`src/design/apr_pkg.sv`:
```
// ----------------------------------------------------------------------------
// apr_pkg: shared constants and types of the predictor restore unit
// Widths, code values and control bundles used by the cells, the MAC and top.
// ----------------------------------------------------------------------------
package apr_pkg;

  localparam int MAX_ORDER  = 32;
  localparam int DATA_W     = 32;
  localparam int COEF_W     = 16;
  localparam int ORDER_W    = 6;
  localparam int KIND_W     = 2;
  localparam int IDX_W      = 6;
  localparam int LPC_SHIFT  = 15;
  localparam int TAP_W      = $clog2(MAX_ORDER);
  localparam int POS_W      = $clog2(MAX_ORDER + 1);
  localparam int PROD_W     = DATA_W + COEF_W;
  localparam int ACC_W      = PROD_W + TAP_W;
  // Fixed order 4 needs DATA_W + 4 bits; LPC needs the shifted accumulator.
  localparam int PRED_W     = ((ACC_W - LPC_SHIFT) > (DATA_W + 4)) ?
                              (ACC_W - LPC_SHIFT) : (DATA_W + 4);
  localparam int SUM_W      = PRED_W + 1;
  localparam int CFG_IDX_W  = 1;
  localparam int CFG_DATA_W = 6;

  localparam int FIXED_MAX_ORDER = 4;
  localparam int FIR_ORDER       = 2;

  localparam logic [KIND_W-1:0] KIND_FIXED = 2'd0;
  localparam logic [KIND_W-1:0] KIND_FIR   = 2'd1;
  localparam logic [KIND_W-1:0] KIND_LPC   = 2'd2;

  localparam logic OP_SAMPLE = 1'b0;
  localparam logic OP_LOAD   = 1'b1;

  localparam logic [CFG_IDX_W-1:0] REG_KIND  = 1'b0;
  localparam logic [CFG_IDX_W-1:0] REG_ORDER = 1'b1;

  typedef struct packed {
    logic clear;
    logic rotate;
    logic shift;
  } cell_ctrl_t;

  typedef struct packed {
    logic clear;
    logic step;
    logic tap;
  } mac_ctrl_t;

endpackage

```
`src/design/apr_cell.sv`:
```
// ----------------------------------------------------------------------------
// apr_cell: one history/coefficient cell of the predictor ring
// Holds one past sample and one tap; rotates around the ring or shifts in order.
// ----------------------------------------------------------------------------
module apr_cell (
  input  logic                              clk_i,
  input  logic                              rst_ni,
  input  apr_pkg::cell_ctrl_t               ctrl_i,
  input  logic        [apr_pkg::DATA_W-1:0] hist_up_i,
  input  logic        [apr_pkg::DATA_W-1:0] hist_dn_i,
  input  logic signed [apr_pkg::COEF_W-1:0] coef_up_i,
  input  logic                              coef_we_i,
  input  logic signed [apr_pkg::COEF_W-1:0] coef_wdata_i,
  output logic        [apr_pkg::DATA_W-1:0] hist_o,
  output logic signed [apr_pkg::COEF_W-1:0] coef_o
);

  logic        [apr_pkg::DATA_W-1:0] hist_q, hist_d;
  logic signed [apr_pkg::COEF_W-1:0] coef_q, coef_d;

  always_comb begin
    hist_d = hist_q;
    if (ctrl_i.clear) begin
      hist_d = '0;
    end else if (ctrl_i.rotate) begin
      hist_d = hist_up_i;
    end else if (ctrl_i.shift) begin
      hist_d = hist_dn_i;
    end
  end

  always_comb begin
    coef_d = coef_q;
    if (ctrl_i.rotate) begin
      coef_d = coef_up_i;
    end else if (coef_we_i) begin
      coef_d = coef_wdata_i;
    end
  end

  always_ff @(posedge clk_i or negedge rst_ni) begin
    if (!rst_ni) begin
      hist_q <= '0;
    end else begin
      hist_q <= hist_d;
    end
  end

  // taps are undefined until loaded
  always_ff @(posedge clk_i) begin
    coef_q <= coef_d;
  end

  assign hist_o = hist_q;
  assign coef_o = coef_q;

endmodule

```
`config.mk`:
```
export PLATFORM = sky130hd
export DESIGN_NAME = apr_cell
export DESIGN_NICKNAME = d
export VERILOG_FILES = /design/src/design/apr_pkg.sv /design/src/design/apr_cell.sv
export SDC_FILE = /design/constraint.sdc
export NUM_CORES = 1
export LEC_CHECK = 0
export BUFFER_PORTS_ARGS = -buffer_cell sky130_fd_sc_hd__buf_2
export CAP_MARGIN = 20
export CORE_MARGIN = 1
export CORE_UTILIZATION = 35
export DETAILED_ROUTE_END_ITERATION = 10
export HOLD_SLACK_MARGIN = 0.02
export PLACE_DENSITY_LB_ADDON = 0.12
export RECOVER_POWER = 50
export SETUP_SLACK_MARGIN = 0.4
export SYNTH_ARGS = -nofsm -noshare
export SYNTH_HDL_FRONTEND = slang
export SYNTH_SLANG_ARGS = --single-unit
```
`constraint.sdc`:
```
create_clock -name clk_i -period 1.3 [get_ports clk_i]
set_input_delay 0.26 -clock clk_i [delete_from_list [all_inputs] [get_ports clk_i]]
set_output_delay 0.26 -clock clk_i [all_outputs]
set_load 0.02 [all_outputs]
```
==> impl_metrics.toml <==
[power]
swShare_pct = 27.5
clkPwrFrac_pct = 28.0
power_mw = 3.87
powerDensity_nw_per_um2 = 1020
p_int_mw = 2.81
combPwrFrac_pct = 26.0
seqPwrFrac_pct = 45.9
p_sw_mw = 1.06
p_leak_nw = 1.81
ir_worst_vdd_mv = 0.489

[yosys]
avgSynthCellArea_um2 = 14.3
seq_area_frac_synth_pct = 50.7
ys_ff_latch = 48
synth_top_area_share_pct = 31.7
synth_area_leaders = "dfrtp_1 (32%), edfxtp_1 (19%), a211oi_2 (15%), mux2i_1 (13%), nor2b_1 (7.9%)"
syn_area_um2 = 2520
synth_nets = 279
syn_inst = 177
synth_warnings = 0
synth_cell_type_count = 15
yosysTopAreaCell = "dfrtp_1"

[sta]
setup_viol = 0
hold_violations = 0
worst_slew_pin_slew_ns = 0.545
rsz0062_at_grt = "yes"
period_needed_ns = 1.13
fmax_mhz = 886
finalCritPeriodShare_pct = 86.8
maxSlewViolCount = 0
maxSlewHeadroom_pct = 63.7
holdWs_ns = 0.241
fin_skew_ns = 0
tns_ns = 0

[layout]
final_core_util_pct = 55.0
area_growth_pct = 49.8
final_cells = 431
num-nets-final = 436
drive_gt1_share_pct = 60.3
antennaDiodeCount = 0

[place]
io_buffers = 149
placed_cells = 415
dp.final_hpwl_um = 4520
place.gp.congestion = 0.709

[die]
placementRows = 30
dieArea_um2 = 7560
start_util_pct = 36.8
coreArea_um2 = 6870
die_h_um = 86.9
dieWidth_um = 86.9
pin_count = 150

[global_route]
globalRouteOverflowTotal = 0
antenna_found_initial = 0
grt_pass1_wl_um = 10000
grt_max_degree = 33
grt_pass1_vias = 2043
grtUsageTotal_pct = 17.5

[route]
wirelength_um = 6750
wl_per_cell_um = 15.7
top_layer_used = "met4"
via_per_inst = 4.69
dr_wl_met2_um = 3370
drt-pass1-iter-count = 4
drtIter0Drc = 40
remaining_drc_errors = 0
wl_met3_um = 477
drtAntennaViolNets = 0
wl_met1_um = 2840
vias = 2020

[clock_network]
cts.sinks = 48
clkSlewWorstSetupHoldPaths_ns = 0.09
clockBufferDepth = 2
cts-root-buf = "clkbuf_8"
cts_tree = "yes"
htree_levels = 2
clkLatencyLatePin_ns = 0.30
cts_buffers = 5

[min_path]
hold_depth = 3
hp-class = "primary input to flop"

[critical_path]
start_kind = "primary input"
crit_path_max_fanout = 15
path_class = "primary input to flop"
cp-end-kind = "flop"
cp_data_arrival_time_ns = 1.07
r2r_slack_ns = 0.33
cp_data_required_time_ns = 1.24
ff2ff_path_depth = 4

[outcome]
status = "finished, final reports clean"

[flow_run]
drv_cap = 0
## stage by stage
stage,setup slack [ns],instance area [um^2]
5_1_grt,0.127,3780
3_3_place_gp,0.0886,3390
4_1_cts,0.169,3730
6_report,0.172,3780
3_5_place_dp,0.0845,3390
2_1_floorplan,0.360,2590
## synth_stat cells
master,number
dfrtp_1,32
mux2i_1,32
nor2b_1,32
a211oi_2,30
edfxtp_1,16
mux2_2,16
buf_6,4
buf_12,3
buf_2,3
a211oi_1,2
buf_1,2
clkbuf_1,2
buf_4,1
inv_2,1
or2_2,1
## worst max-delay path, cell delays in order
cell       delay (ns)
clkbuf_4         0.18
clkbuf_16        0.18
or2_0            0.45
## power groups by stage
| stage | sequential (mW) | clock [mW] | combinational [mW] |
|---|---|---|---|
| 2_1_floorplan | 1.95 | 0 | 0.374 |
| 5_1_grt | 1.79 | 1.19 | 1.08 |
| 4_1_cts | 1.77 | 1.12 | 0.990 |
| 3_3_place_gp | 1.78 | 0 | 0.877 |
| 3_5_place_dp | 1.78 | 0 | 0.887 |
| 6_report | 1.78 | 1.08 | 1.01 |
## final timing paths
kind | from | endpoint
max | ctrl_i[1] | coef_o[13]
min | hist_up_i[31] | hist_o[31]
max reg2reg | hist_o[6] | hist_o[6]
min reg2reg | hist_o[31] | hist_o[31]
max in group asynchronous | rst_ni | hist_o[5]
min in group asynchronous | rst_ni | hist_o[28]
## state kept, by name (all words and copies together), names as in the netlist
name    flops
hist_o     32
coef_o     16
## timing repair
action	in CTS	in global routing
resized for setup	70	22
hold endpoints to repair	32	0
buffers inserted	1	3
cloned	0	3
hold buffers	1	0
pin swaps	0	2
endpoints found under the setup margin	48	69
## routing by layer
layer / global-route usage (%) / vias to the layer above
met1: 21.5 / 963
met2: 30.7 / 87
met5: 0 / -
li1: - / 965
met3: 4.93 / 5
met4: 3.64 / 0
## logic make-up after synthesis
| family | count (synthesis) | share of synthesized area [%] |
|---|---|---|
| simple gates | 33 | 8.18 |
| mux | 48 | 19.8 |
| buf+inv | 16 | 5.80 |
| compound gates | 32 | 15.5 |
| flops | 48 | 50.7 |
## cell usage in the layout, fill, tap and decap left out, drive strengths merged
master,instances
edfxtp,16
mux2,16
nor2b,32
buf,156
clkbuf,12
inv,1
clkinvlp,2
mux2i,32
dlygate4sd3,1
a211oi,32
bufinv,1
dfrtp,32
or2,2
## final cells by class
cell class,instances,area [um^2]
Inverter,1,3.75
Tap cell,96,120
Clock inverter,3,42.5
Multi-Input combinational cell,114,1050
Timing Repair Buffer,164,1210
Sequential cell,48,1280
Fill cell,610,3090
Clock buffer,5,68.8
Note: power is estimated with default switching activity, not from simulation.
