===== src/design/apr_pkg.sv =====
// ----------------------------------------------------------------------------
// apr_pkg: shared constants and types of the predictor restore unit
// Widths, code values and control bundles used by the cells, the MAC and top.
// ----------------------------------------------------------------------------
package apr_pkg;

  localparam int MAX_ORDER  = 32;
  localparam int DATA_W     = 32;
  localparam int COEF_W     = 16;
  localparam int ORDER_W    = 6;
  localparam int KIND_W     = 2;
  localparam int IDX_W      = 6;
  localparam int LPC_SHIFT  = 15;
  localparam int TAP_W      = $clog2(MAX_ORDER);
  localparam int POS_W      = $clog2(MAX_ORDER + 1);
  localparam int PROD_W     = DATA_W + COEF_W;
  localparam int ACC_W      = PROD_W + TAP_W;
  // Fixed order 4 needs DATA_W + 4 bits; LPC needs the shifted accumulator.
  localparam int PRED_W     = ((ACC_W - LPC_SHIFT) > (DATA_W + 4)) ?
                              (ACC_W - LPC_SHIFT) : (DATA_W + 4);
  localparam int SUM_W      = PRED_W + 1;
  localparam int CFG_IDX_W  = 1;
  localparam int CFG_DATA_W = 6;

  localparam int FIXED_MAX_ORDER = 4;
  localparam int FIR_ORDER       = 2;

  localparam logic [KIND_W-1:0] KIND_FIXED = 2'd0;
  localparam logic [KIND_W-1:0] KIND_FIR   = 2'd1;
  localparam logic [KIND_W-1:0] KIND_LPC   = 2'd2;

  localparam logic OP_SAMPLE = 1'b0;
  localparam logic OP_LOAD   = 1'b1;

  localparam logic [CFG_IDX_W-1:0] REG_KIND  = 1'b0;
  localparam logic [CFG_IDX_W-1:0] REG_ORDER = 1'b1;

  typedef struct packed {
    logic clear;
    logic rotate;
    logic shift;
  } cell_ctrl_t;

  typedef struct packed {
    logic clear;
    logic step;
    logic tap;
  } mac_ctrl_t;

endpackage


===== src/design/apr_mac.sv =====
// ----------------------------------------------------------------------------
// apr_mac: shared multiply-accumulate at the head of the ring
// Registers each tap product, then adds it into the accumulator in the cycle after.
// ----------------------------------------------------------------------------
module apr_mac (
  input  logic                              clk_i,
  input  logic                              rst_ni,
  input  apr_pkg::mac_ctrl_t                ctrl_i,
  input  logic signed [apr_pkg::COEF_W-1:0] coef_i,
  input  logic        [apr_pkg::DATA_W-1:0] hist_i,
  output logic signed [apr_pkg::ACC_W-1:0]  acc_o
);

  logic signed [apr_pkg::PROD_W-1:0] prod_q, prod_d;
  logic signed [apr_pkg::ACC_W-1:0]  acc_q, acc_d;

  always_comb begin
    prod_d = '0;
    if (ctrl_i.tap) begin
      prod_d = coef_i * $signed(hist_i);
    end
    acc_d = acc_q;
    if (ctrl_i.clear) begin
      acc_d = '0;
    end else if (ctrl_i.step) begin
      acc_d = acc_q + apr_pkg::ACC_W'(prod_q);
    end
  end

  always_ff @(posedge clk_i or negedge rst_ni) begin
    if (!rst_ni) begin
      prod_q <= '0;
      acc_q  <= '0;
    end else begin
      acc_q <= acc_d;
      if (ctrl_i.clear) begin
        prod_q <= '0;
      end else if (ctrl_i.step) begin
        prod_q <= prod_d;
      end
    end
  end

  assign acc_o = acc_q;

endmodule


===== config.mk =====
export PLATFORM = sky130hd
export DESIGN_NAME = apr_mac
export DESIGN_NICKNAME = d
export VERILOG_FILES = /design/src/design/apr_pkg.sv /design/src/design/apr_mac.sv
export SDC_FILE = /design/constraint.sdc
export NUM_CORES = 2
export LEC_CHECK = 0
export ABC_AREA = 1
export BUFFER_PORTS_ARGS = -buffer_cell sky130_fd_sc_hd__buf_4
export CORE_AREA = 2 2 220 222
export CTS_CLUSTER_DIAMETER = 150
export CTS_CLUSTER_SIZE = 16
export DETAILED_ROUTE_END_ITERATION = 10
export DIE_AREA = 0 0 222 224
export PLACE_DENSITY_LB_ADDON = 0.12
export SLEW_MARGIN = 40
export SYNTH_ARGS = -nofsm -noshare
export SYNTH_HDL_FRONTEND = slang
export SYNTH_SLANG_ARGS = --single-unit

===== constraint.sdc =====
create_clock -name clk_i -period 3.7 [get_ports clk_i]
set_input_delay 0.74 -clock clk_i [delete_from_list [all_inputs] [get_ports clk_i]]
set_output_delay 0.74 -clock clk_i [all_outputs]
set_load 0.005 [all_outputs]

==> results_dict.tcl <==
set metrics [dict create \
    grt_overflow 0 \
    grt_pass1_wl_um 139000 \
    netlist_instances 4171 \
    io_buffers 105 \
    path_clk_slew_ns 0.09 \
    cts_root_buffer "clkbuf_16" \
    dieWidth_um 222 \
    wl_met3_um 8800 \
    synth_top_area_share_pct 34.7 \
    crit_family "adder cells" \
    clk_path_buf_depth 2 \
    postRouteAntennaNets 0 \
    fill_cells 3727 \
    final.min_clock_period_ns 5.53 \
    clock_latency_ns 0.39 \
    hold_buffers 0 \
    yosys_warnings 0 \
    pin_count 106 \
    rows 80 \
    worstPathMaxFanout 7 \
    via_per_inst 5.20 \
    fmax_mhz 181 \
    hpwl_um 69800 \
    synthTopCellsByCount "nand2_1 (1468), inv_1 (1172), fa_1 (487)" \
    cts_buffers 9 \
    tightest_slew_ns 0.617 \
    finClkSkew_ns 0.0171 \
    synthArstFlopShare_pct 100 \
    drt_iter0_drc 2034 \
    setup_slack_ns -1.83 \
    finalHoldViolCount 0 \
    dr.max_layer_used "met5" \
    crit_required_ns 3.97 \
    seq_area_frac_synth_pct 8.99 \
    grt_pass1_vias 26738 \
    synth_area_leaders "fa_1 (35%), nand2_1 (20%), inv_1 (16%)" \
    grt.total_usage_pct 36.1 \
    antenna_found_initial 2 \
    cts.sinks 101 \
    synthAdderAreaFrac_pct 42.1 \
    dp_slack_ns -2.44 \
    yosys.cell_types.count 37 \
    tritoncts "done" \
    synth_nets 4877 \
    coreArea_um2 47300 \
    syn_to_final_growth_pct 25.8 \
    outcome "finished with violations" \
    slew_headroom_pct 58.6 \
    synth_compound_area_share_pct 3.66 \
    cp-start-kind "primary input" \
    hold_path.class "in2async" \
    path_class "in2reg" \
    failed_checks "setup timing" \
    die_y_um 224 \
    grt_max_degree 102 \
    r2r_slack_ns 1.07 \
    start_util_pct 59.4 \
    yosysTopAreaCell "fa_1" \
    final_layout_size_suffix_gt1_share_pct 23.7 \
    crit_path_top_delay_cell "fa_2" \
    critical_path.most_common_cell "fa_1" \
    synth_xor_area_share_pct 0.530 \
    postRouteWirelength_um 89900 \
    cp-end-kind "register" \
    finalMaxSlewViolations 0 \
    h-tree-depth 3 \
    dieArea_um2 49700 \
    critPathMaxStageDelay_ns 0.55 \
    wire_per_inst_um 17.6 \
    period_share_pct 149 \
    synthSimpleGateAreaFrac_pct 27.2 \
    avgSynthCellArea_um2 6.74 \
    yosysMostFrequentCell "nand2_1" \
    dr.pass1.iters 7 \
    setup_viol_count_final 43 \
    rsz0062_at_grt "yes" \
    gp_congestion 0.978 \
    drv_cap 0 \
    wl_met1_um 36700 \
    nets 5191 \
    syn_area_um2 28100 \
    wl_met2_um 41600 \
    arrival_ns 5.80 \
    synth_edf_count 0 \
    muxShareOfSynthArea_pct 0 \
    synth_top_flop_cell "dfrtp_1" \
    drc 0 \
    synth_top_family_by_area "adder cells" \
    crit_buf_inv 9 \
    synth-seq-cells 101 \
    vias 26558 \
]
layout by cell type (no fill, tap or decap), types with 9 or more instances in the layout:
| cell | synthesis | layout |
|---|---|---|
| nand3_2 | 2 | 19 |
| nand2_2 | 18 | 164 |
| buf_16 | 0 | 14 |
| nand4_1 | 30 | 30 |
| nor2_2 | 21 | 39 |
| ha_1 | 166 | 112 |
| a21oi_2 | 0 | 28 |
| inv_2 | 9 | 117 |
| dfrtp_1 | 101 | 101 |
| a21oi_1 | 103 | 67 |
| buf_4 | 0 | 318 |
| nand3_1 | 145 | 121 |
| o21ai_1 | 10 | 27 |
| clkbuf_16 | 0 | 14 |
| nor2_1 | 171 | 113 |
| buf_8 | 0 | 9 |
| ha_4 | 0 | 50 |
| fa_1 | 487 | 450 |
| xnor2_1 | 9 | 9 |
| nand2_4 | 0 | 57 |
| buf_6 | 0 | 58 |
| buf_12 | 0 | 19 |
| o21ai_0 | 58 | 33 |
| nand2_1 | 1468 | 1264 |
| inv_1 | 1172 | 1056 |
| fa_2 | 0 | 37 |
| nor2_4 | 5 | 45 |
worst reg2reg max path, cell delays in order, from the launching register on:
cell and delay (ns):
dfrtp_1 0.41, ha_1 0.32, fa_1 0.54, nand2_1 0.14
nand3_1 0.10, nand3_1 0.10, nand2_2 0.15, nand2_1 0.09
nand2_1 0.20, nand2_1 0.22, nand4_1 0.11, nand3_1 0.10
nand2_1 0.06
state kept, by name (all words and copies together) (netlist names):
register and cells:
acc_o 53, prod_q 48
path summary, 6_finish.rpt:
path	endpoint	startpoint	cells after the start
setup / recovery	prod_q[43]$_DFFE_PN0P_	coef_i[15]	25
hold / removal	acc_o[24]$_DFFE_PN0P_	rst_ni	2
setup reg to reg	acc_o[48]$_DFFE_PN0P_	acc_o[0]$_DFFE_PN0P_	12
hold reg to reg	prod_q[0]$_DFFE_PN0P_	prod_q[0]$_DFFE_PN0P_	1
max in group asynchronous	acc_o[41]$_DFFE_PN0P_	rst_ni	2
min in group clk_i	prod_q[0]$_DFFE_PN0P_	prod_q[0]$_DFFE_PN0P_	1
layer usage:
metal | GRT usage (%) | vias up
met5 | 0 | -
met4 | 10.5 | 2
met3 | 8.58 | 203
met2 | 59.1 | 1096
met1 | 48.0 | 12706
li1 | - | 12551
cell type report:
| type | instances | area, µm² | area share, % |
|---|---|---|---|
| timing repair buffer | 429 | 4260 | 12.1 |
| multi-input combinational | 2762 | 23000 | 65.2 |
| clock buffer | 10 | 239 | 0.676 |
| antenna | 1 | 2.50 | 0.00708 |
| tap | 615 | 769 | 2.18 |
| clock inverter | 6 | 56.3 | 0.159 |
| inverter | 1182 | 4470 | 12.6 |
| sequential | 101 | 2530 | 7.15 |
through the flow:
step / instances / instance area, µm² / utilization (%) / TNS [ns] / hold WS [ns]
after detailed placement: 5035 / 32200 / 68.1 / -90.83 / 0.493
after global placement: 5035 / 32200 / 68.1 / -88.93 / 0.481
after CTS: 5079 / 33900 / 71.7 / -65.24 / 0.436
final: 5106 / 35400 / 74.7 / -66.95 / 0.402
after global routing: 5105 / 35400 / 74.7 / -73.39 / 0.453
after floorplan: 4171 / 29600 / - / -62.18 / 0.444
cells by family (layout without fill, tap and decap cells):
group / Yosys count / after routing
adders and majority gates: 653 / 653
AOI/OAI and AO/OA: 192 / 192
DFF: 101 / 101
xor gates and xnor gates: 17 / 17
other: 0 / 1
and+or+nand+nor: 1900 / 1900
buffers and inverters: 1308 / 1627
what timing repair did:
| item | 4_1_cts | 5_1_grt |
|---|---|---|
| resized for setup | 283 | 373 |
| setup buffers | 19 | 24 |
| gates cloned | 12 | 6 |
| endpoints found under the setup margin | 43 | 44 |
| pin swaps | 117 | 217 |
Power is left out: the tool's default activity adds up to more than one toggle a clock period on the data nets, which glitch-free logic cannot reach.
